File: src/hdl/zcs_pkg.sv
// Shared constants and types for the zero crossing snap block.
`default_nettype none

package zcs_pkg;

  localparam int ADDR_BITS_DEF     = 16;
  localparam int SEARCH_RADIUS_DEF = 1024;
  localparam int SAMPLE_BITS_DEF   = 16;

  localparam int ADDRESS_W = 16;
  localparam int SAMPLE_W  = 16;
  localparam int COUNT_W   = 17;

  typedef enum logic {
    KIND_WRITE = 1'b0,
    KIND_QUERY = 1'b1
  } kind_t;

  typedef enum logic [2:0] {
    ST_IDLE,
    ST_MAG,
    ST_FIRST,
    ST_SCAN,
    ST_FIN
  } state_t;

endpackage

`default_nettype wire

File: src/hdl/zcs_ctrl.sv
// Sequencer: takes items, scans the sample memory and holds the result register.
`default_nettype none

module zcs_ctrl #(
  parameter int ADDR_BITS     = 16,
  parameter int SAMPLE_BITS   = 16,
  parameter int SEARCH_RADIUS = 1024,
  parameter int CNT_BITS      = 17
) (
  input  wire logic                   clk,
  input  wire logic                   rst,
  input  wire logic [CNT_BITS-1:0]    count,
  input  wire logic                   in_valid,
  output logic                        in_ready,
  input  wire zcs_pkg::kind_t         in_kind,
  input  wire logic [ADDR_BITS-1:0]   in_addr,
  input  wire logic [SAMPLE_BITS-1:0] in_sample,
  output logic                        out_valid,
  input  wire logic                   out_ready,
  output logic      [ADDR_BITS-1:0]   out_pos,
  output logic                        out_flag,
  output logic                        mem_wr_en,
  output logic      [ADDR_BITS-1:0]   mem_wr_addr,
  output logic      [SAMPLE_BITS-1:0] mem_wr_data,
  output logic      [ADDR_BITS-1:0]   mem_rd_addr,
  input  wire logic [SAMPLE_BITS-1:0] mem_rd_data
);

  import zcs_pkg::*;

  state_t                 state, state_next;
  logic [ADDR_BITS-1:0]   qaddr, qaddr_next;
  logic                   oor, oor_next;
  logic [ADDR_BITS-1:0]   best, best_next;
  logic [ADDR_BITS-1:0]   best_dist, best_dist_next;
  logic [SAMPLE_BITS-1:0] best_mag, best_mag_next;
  logic [CNT_BITS-1:0]    cur, cur_next;
  logic [CNT_BITS-1:0]    last, last_next;
  logic [SAMPLE_BITS-1:0] prev, prev_next;
  logic                   out_valid_next;
  logic [ADDR_BITS-1:0]   out_pos_next;
  logic                   out_flag_next;

  logic [CNT_BITS-1:0]    radius;
  logic [CNT_BITS-1:0]    qext;
  logic [CNT_BITS-1:0]    first_ix;
  logic [CNT_BITS-1:0]    hi_ix;
  logic [CNT_BITS-1:0]    cmax;
  logic [CNT_BITS-1:0]    end_ix;
  logic [CNT_BITS-1:0]    cur_inc;
  logic [CNT_BITS-1:0]    in_ext;
  logic [SAMPLE_BITS-1:0] rd_mag;
  logic [ADDR_BITS-1:0]   cur_dist;
  logic                   crossing;
  logic                   accept;
  logic                   out_free;

  assign radius   = CNT_BITS'(SEARCH_RADIUS);
  assign qext     = CNT_BITS'(qaddr);
  assign in_ext   = CNT_BITS'(in_addr);
  assign first_ix = (qext > radius) ? (qext - radius - CNT_BITS'(1)) : '0;
  assign hi_ix    = qext + radius;
  assign cmax     = count - CNT_BITS'(1);
  assign end_ix   = (hi_ix > cmax) ? cmax : hi_ix;
  assign cur_inc  = cur + CNT_BITS'(1);
  assign rd_mag   = mem_rd_data[SAMPLE_BITS-1] ? (SAMPLE_BITS'(0) - mem_rd_data) : mem_rd_data;
  assign cur_dist = (cur >= qext) ? ADDR_BITS'(cur - qext) : ADDR_BITS'(qext - cur);
  assign crossing = (prev == '0) || (mem_rd_data == '0)
                    || (prev[SAMPLE_BITS-1] != mem_rd_data[SAMPLE_BITS-1]);
  assign out_free = !out_valid || out_ready;

  assign in_ready    = (state == ST_IDLE);
  assign accept      = in_valid && in_ready;
  assign mem_wr_en   = accept && (in_kind == KIND_WRITE);
  assign mem_wr_addr = in_addr;
  assign mem_wr_data = in_sample;

  always_ff @(posedge clk) begin
    if (rst) begin
      state     <= ST_IDLE;
      out_valid <= 1'b0;
    end else begin
      state     <= state_next;
      out_valid <= out_valid_next;
    end
  end

  always_ff @(posedge clk) begin
    qaddr     <= qaddr_next;
    oor       <= oor_next;
    best      <= best_next;
    best_dist <= best_dist_next;
    best_mag  <= best_mag_next;
    cur       <= cur_next;
    last      <= last_next;
    prev      <= prev_next;
    out_pos   <= out_pos_next;
    out_flag  <= out_flag_next;
  end

  always_comb begin
    state_next     = state;
    qaddr_next     = qaddr;
    oor_next       = oor;
    best_next      = best;
    best_dist_next = best_dist;
    best_mag_next  = best_mag;
    cur_next       = cur;
    last_next      = last;
    prev_next      = prev;
    out_valid_next = out_valid && !out_ready;
    out_pos_next   = out_pos;
    out_flag_next  = out_flag;
    mem_rd_addr    = in_addr;

    case (state)
      ST_IDLE: begin
        mem_rd_addr = in_addr;
        if (accept && (in_kind == KIND_QUERY)) begin
          qaddr_next     = in_addr;
          best_next      = in_addr;
          best_dist_next = '0;
          oor_next       = (in_ext >= count);
          state_next     = (in_ext >= count) ? ST_FIN : ST_MAG;
        end
      end
      ST_MAG: begin
        mem_rd_addr   = first_ix[ADDR_BITS-1:0];
        best_mag_next = rd_mag;
        cur_next      = first_ix;
        last_next     = end_ix;
        state_next    = ST_FIRST;
      end
      ST_FIRST: begin
        mem_rd_addr = cur_inc[ADDR_BITS-1:0];
        prev_next   = mem_rd_data;
        if (cur_inc < last) begin
          cur_next   = cur_inc;
          state_next = ST_SCAN;
        end else begin
          state_next = ST_FIN;
        end
      end
      ST_SCAN: begin
        mem_rd_addr = cur_inc[ADDR_BITS-1:0];
        prev_next   = mem_rd_data;
        if (crossing && ((cur_dist < best_dist) || (rd_mag < best_mag))) begin
          best_next      = cur[ADDR_BITS-1:0];
          best_dist_next = cur_dist;
          best_mag_next  = rd_mag;
        end
        if (cur_inc < last) begin
          cur_next = cur_inc;
        end else begin
          state_next = ST_FIN;
        end
      end
      ST_FIN: begin
        if (out_free) begin
          out_valid_next = 1'b1;
          out_pos_next   = best;
          out_flag_next  = oor;
          state_next     = ST_IDLE;
        end
      end
      default: begin
        state_next = ST_IDLE;
      end
    endcase
  end

endmodule

`default_nettype wire

File: config.mk
export PLATFORM = sky130hd
export DESIGN_NAME = zcs_ctrl
export DESIGN_NICKNAME = d
export VERILOG_FILES = /design/src/hdl/zcs_pkg.sv /design/src/hdl/zcs_ctrl.sv
export SDC_FILE = /design/constraint.sdc
export NUM_CORES = 1
export LEC_CHECK = 0
export BUFFER_PORTS_ARGS = -buffer_cell sky130_fd_sc_hd__buf_2
export CAP_MARGIN = 20
export CORE_AREA = 2 2 154 156
export DETAILED_ROUTE_END_ITERATION = 10
export DIE_AREA = 0 0 156 158
export PLACE_DENSITY_LB_ADDON = 0.15
export SLEW_MARGIN = 20
export SYNTH_ARGS = -nofsm -noshare
export SYNTH_HDL_FRONTEND = slang
export SYNTH_SLANG_ARGS = --single-unit
File: constraint.sdc
create_clock -name clk -period 14.3 [get_ports clk]
set_input_delay 0 -clock clk [delete_from_list [all_inputs] [get_ports clk]]
set_output_delay 0 -clock clk [all_outputs]
set_load 0.01 [all_outputs]
======== After elaboration in Yosys (flattened, before gate mapping) ========
Index checks and enable logic that the tools add are counted.
word-level totals
  register bits after elaboration ......... 136
  input port bits ......................... 70
  output and inout bits ................... 68
cells by class
  add/sub/neg operators ................... 8
  $lt $le $gt $ge ......................... 7
  equal/unequal tests ..................... 10
  muxes and demuxes ....................... 23
  bitwise operators ....................... 1
  reductions and logical operators ........ 24
operator list
  kind                    number
  $pmux 16 s2             4
  $mux 16                 7
  $mux 17                 3
  $pmux 17 s2             1
  $sub 17x1->17 const B   2
  $logic_not 16->1        2
  $lt 16x16->1            2
  $sub 16x16->16          2
  $add 16x11->17 const B  1
  $add 17x1->17 const B   1
  $ge 16x17->1            1
  $ge 17x16->1            1
  $gt 17x17->1            1
  $lt 17x17->1            1
  $sub 16x11->17 const B  1
  $gt 16x11->1 const B    1
  $sub 1x16->16 const A   1
  $mux 3                  5
  $pmux 3 s5              1
  $reduce_and 2->1        4
  $eq 3x2->1 const B      2
  $ne 2x2->1 const B      3
  $reduce_and 3->1        2
  $reduce_bool 2->1       3
  other kinds (11)        21

======== Depth between registers and ports, before layout ========
  word-level depth ........................ 7
  depth in mapped cells ................... 19
  gate-level depth less buffers ........... 19

======== Least setup slack after synthesis ========
Ideal clock, no wire load.
  path type ............................... register to register
  start ................................... register qaddr[12]
  end ..................................... register best[0] (enable)
  data arrival time ....................... 4463 ps
  path slack .............................. 9448 ps
  stages on the path, launching flop included .. 20
  path buffers ............................ 2
  period minus slack after synthesis ...... 4852 ps
  cells stage by stage .................... edfxtp_1 -> clkbuf_1 -> inv_1 -> ha_1 -> clkbuf_1 -> nand2_1 -> o21ai_0 -> nand2b_1 -> nand4_1 -> or4_1 -> and3_1 -> nor2_1 -> ha_1 -> a21o_1 -> a21o_1 -> a21oi_1 -> nor2_1 -> nor4bb_1 -> o221ai_1 -> nand2_1
on the way
  cells in the longest elaborated chain, start to end .. 7
  elaborated cells on any way between the ends .. 9
ends and longest elaborated chain
  item                               RTL line         source
  start: declaration                 zcs_ctrl.sv:32   logic [ADDR_BITS-1:0] qaddr, qaddr_next;
  start signal: assignment           zcs_ctrl.sv:89   qaddr <= qaddr_next;
  $ge 17x16->1                       zcs_ctrl.sv:67   assign cur_dist = (cur >= qext) ? ADDR_BITS'(cur - qext) : ADDR_BITS'(qext - cur);
  $mux 16                            zcs_ctrl.sv:67
  via cur_dist[9]                    zcs_ctrl.sv:53   logic [ADDR_BITS-1:0] cur_dist;
  $lt 16x16->1                       zcs_ctrl.sv:147  if (crossing && ((cur_dist < best_dist) || (rd_mag < best_mag))) begin
  $logic_or 1x1->1                   zcs_ctrl.sv:147
  $logic_and 1x1->1                  zcs_ctrl.sv:147
  $ne 2x2->1 (no source line)        n/a
  $reduce_and 3->1 (no source line)  n/a
  end signal: assignment             zcs_ctrl.sv:91   best <= best_next;
  end: declaration                   zcs_ctrl.sv:34   logic [ADDR_BITS-1:0] best, best_next;
The timed path passes the listed nets, and every way through them passes these cells.
A chain may end at the register's enable or synchronous reset.

======== Worst setup path after layout ========
  start ................................... register qaddr[10]
  end ..................................... register best_mag[10] (enable)
on the way
  cells in the longest elaborated chain, start to end .. 7
  elaborated cells on any way between the ends .. 9
ends and longest elaborated chain
  item                               RTL line         source
  $ge 17x16->1                       zcs_ctrl.sv:67
  $mux 16                            zcs_ctrl.sv:67
  via cur_dist[5]                    zcs_ctrl.sv:53
  $lt 16x16->1                       zcs_ctrl.sv:147
  $logic_or 1x1->1                   zcs_ctrl.sv:147
  $logic_and 1x1->1                  zcs_ctrl.sv:147
  $ne 2x2->1 (no source line)        n/a
  $reduce_and 2->1 (no source line)  n/a
  end signal: assignment             zcs_ctrl.sv:93   best_mag <= best_mag_next;
  end: declaration                   zcs_ctrl.sv:36   logic [SAMPLE_BITS-1:0] best_mag, best_mag_next;
The timed path passes the listed nets, and every way through them passes these cells.

==> results.toml <==
[power]
leakagePower_nw = 5.19
p_per_area_mw_per_mm2 = 109
vdd_drop_max_v = 0.0000611

[timing]
fmax_mhz = 186
finalHoldViolations = 0
relSlewSlack = 0.465
final-max-slew-violation-count = 0
tightest_slew_ns = 0.793
whs_ns = 0.00000364
period_needed_ns = 5.38
finalSetupViolations = 0
skew_ns = 0.0105
fin_setup_tns_ns = 0
finalCritPeriodShare = 0.376
rsz0062_at_grt = "false"

[global_route]
grt_antenna_before_repair = 0
grt_util_all_layers = 0.220
grt_max_degree = 34
grt_use_met2 = 0.358
use_met1 = 0.307
grt-busiest-layer = "met2"
grt_pass1_vias = 7667
grt_remaining_overflow = 0
use_met3 = 0.0298
grt_pass1_wl_mm = 41.5

[clock_network]
postCtsSetupRepairBufs = 0
clock_latency_ns = 0.42
cts_buffers = 17
cts_root_buf = "clkbuf_16"
post_cts_resized = 0
clock_sinks = 136
cts_buffer_depth = 2
path_clk_slew_ns = 0.06
cts_tree = "yes"
htreeDepth = 4

[routing]
ant_nets = 0
finalWirelength_mm = 26.4
wl_per_cell_microns = 18.1
dr.pass1.iters = 5
vias_per_cell = 5.42
first_iter_violations = 659
drc = 0
vias = 7930

[die]
row_count = 56
die_h_microns = 158
io-pin-count = 138
die-area_sq_mm = 0.0246
core_sq_mm = 0.0231
fp.dieW_microns = 156
start_util = 0.442

[worst_setup_path]
setup.worst_path.end_class = "flip-flop"
cp_max_fo = 16
path_class = "flip-flop to flip-flop"
crit_start = "qaddr[10]"
cp.required_ns = 14.35
critPathLaunchType = "flip-flop"
cp.arrival_ns = 5.43
r2r_start = "qaddr[10]"

[finish]
multiInputGateArea_sq_mm = 0.00536
num-fill-cells = 2143
n_antenna_cell = 0
areaGrowthSynthToFinish_pct = 15.0
drive_above_1_share = 0.133
utilization = 0.509
layout.nets = 1350
ff_latch_area_sq_mm = 0.00404

[yosys]
ys_seq_area_frac = 0.397
ys.flop_type = "edfxtp_1"
synth_edf_count = 132
synthesis.nets = 1244
synth_cells = 1054
avgSynthCellArea_sq_um = 9.68
postSynth.asyncResetShare = 0
ys_ff_latch = 136
syn-cell-area_sq_mm = 0.0102
synth_warnings = 0
synth.distinct_cells = 62

[min_path]
min-delay-start = "in_sample[6]"
min_path_type = "input port to output pin"

[place]
hpwl_mm = 20.6
port_buffers = 105
gp_congestion = 0.932

[run]
cap_violations = 0

[status]
status = "completed"
## final timing paths
path | end | cells after the start | slack, ns
max | best_mag[10] | 17 | 8.92
min | mem_wr_data[6] | 0 | 0.000004
max reg2reg | best_mag[10] | 17 | 8.92
min reg2reg | out_pos[15] | 0 | 0.42
## critical path, stage by stage, from the launching register on
cell      delay, ns
edfxtp_1       0.50
inv_1          0.20
ha_1           0.45
a21oi_1        0.22
o21ai_0        0.15
nand2b_1       0.13
nand4_1        0.26
nor2_2         0.42
mux2i_1        0.36
xnor2_1        0.18
ha_1           0.28
a21o_1         0.16
a21oi_1        0.16
nor2b_1        0.06
o31ai_1        0.33
nor4bb_1       0.32
o221ai_1       0.21
nand2_1        0.59
## sequential cells by signal, indices dropped and copies added, names as in the netlist
signal / count
cur: 17
last: 17
best: 16
best_dist: 16
best_mag: 16
out_pos: 16
prev: 16
qaddr: 16
state: 3
oor: 1
out_flag: 1
out_valid: 1
## through the flow
step,power [mW],instance area (sq um),cells,worst slack [ns]
floorplan,0.742,10200,1054,9.45
global placement,0.840,10800,1396,9.16
detailed placement,0.841,10800,1396,8.99
CTS,1.29,11700,1463,8.97
global route,1.35,11700,1463,8.50
finish,1.28,11700,1463,8.92
## where the power goes
group / switching, mW / internal [mW]
combinational: 0.211 / 0.142
sequential: 0.0182 / 0.472
clock: 0.182 / 0.258
## cell type report
class | instances | share of cell area
clock buffer | 18 | 0.0366
tap | 290 | 0.0309
inverter | 120 | 0.0384
multi-input combinational | 737 | 0.457
clock inverter | 14 | 0.0127
timing repair buffer | 148 | 0.0798
sequential | 136 | 0.345
## cell families after synthesis
logic type | synth area share
flops | 0.397
simple gates | 0.147
mux | 0.0355
buf+inv | 0.0790
fa+ha+maj | 0.149
xor+xnor | 0.0610
compound gates | 0.132
## cell usage after synthesis, types with 3 or more instances
cell       number  area share
edfxtp_1      132        0.39
inv_1         120       0.044
ha_1          118        0.14
nand2_1       102       0.038
xnor2_1        64       0.055
nor2_1         56       0.021
o21ai_0        56       0.027
a21oi_1        49       0.024
mux2i_1        35       0.034
buf_4          32       0.024
a21o_1         28       0.021
clkbuf_1       24      0.0088
nand3_1        24       0.012
nand2b_1       19       0.012
nor3_1         19      0.0093
nand4_1        17       0.010
nor2b_1        14      0.0086
o31ai_1        12      0.0088
and3_1         10      0.0061
nor4_1         10      0.0061
o221ai_1        8      0.0069
xor2_1          7      0.0060
a211oi_1        6      0.0044
and4_1          6      0.0052
o22ai_1         6      0.0037
or4_1           6      0.0044
a31oi_1         5      0.0031
buf_2           5      0.0025
o41ai_1         5      0.0043
a21boi_0        4      0.0029
dfxtp_1         4      0.0079
o211ai_1        4      0.0029
o21bai_1        4      0.0029
a2111oi_0       3      0.0026
and2_1          3      0.0018
o21a_1          3      0.0022
## repair_timing
| item | in CTS | in global routing |
|---|---|---|
| hold buffers | 35 | 0 |
| endpoints found under the setup margin | 0 | 0 |
| hold endpoints to repair | 50 | 0 |
## cells in the final DEF (no fill, tap or decap), types with 6 or more instances in the layout
cell and count:
mux2i_1 35, buf_2 105, and4_1 6, nor3_1 19
ha_1 118, clkbuf_16 17, inv_1 120, and3_1 10
a211oi_1 6, or4_1 6, o21ai_0 56, xor2_1 7
o31ai_1 12, edfxtp_1 132, a21oi_1 49, nand2b_1 19
buf_4 8, nand4_1 17, a21o_1 28, o221ai_1 8
nand3_1 24, xnor2_1 64, o22ai_1 6, nand2_1 101
nor4_1 9, nor2b_1 14, nor2_1 56, dlygate4sd3_1 35
## metal layers
layer	part of all wire	wire [microns]	up-vias
met5	0	0	-
met2	0.46	12000	214
met3	0.043	1140	35
li1	-	-	3968
met4	0.020	540	0
met1	0.48	12700	3713
Power figures use the tool's default switching activity.
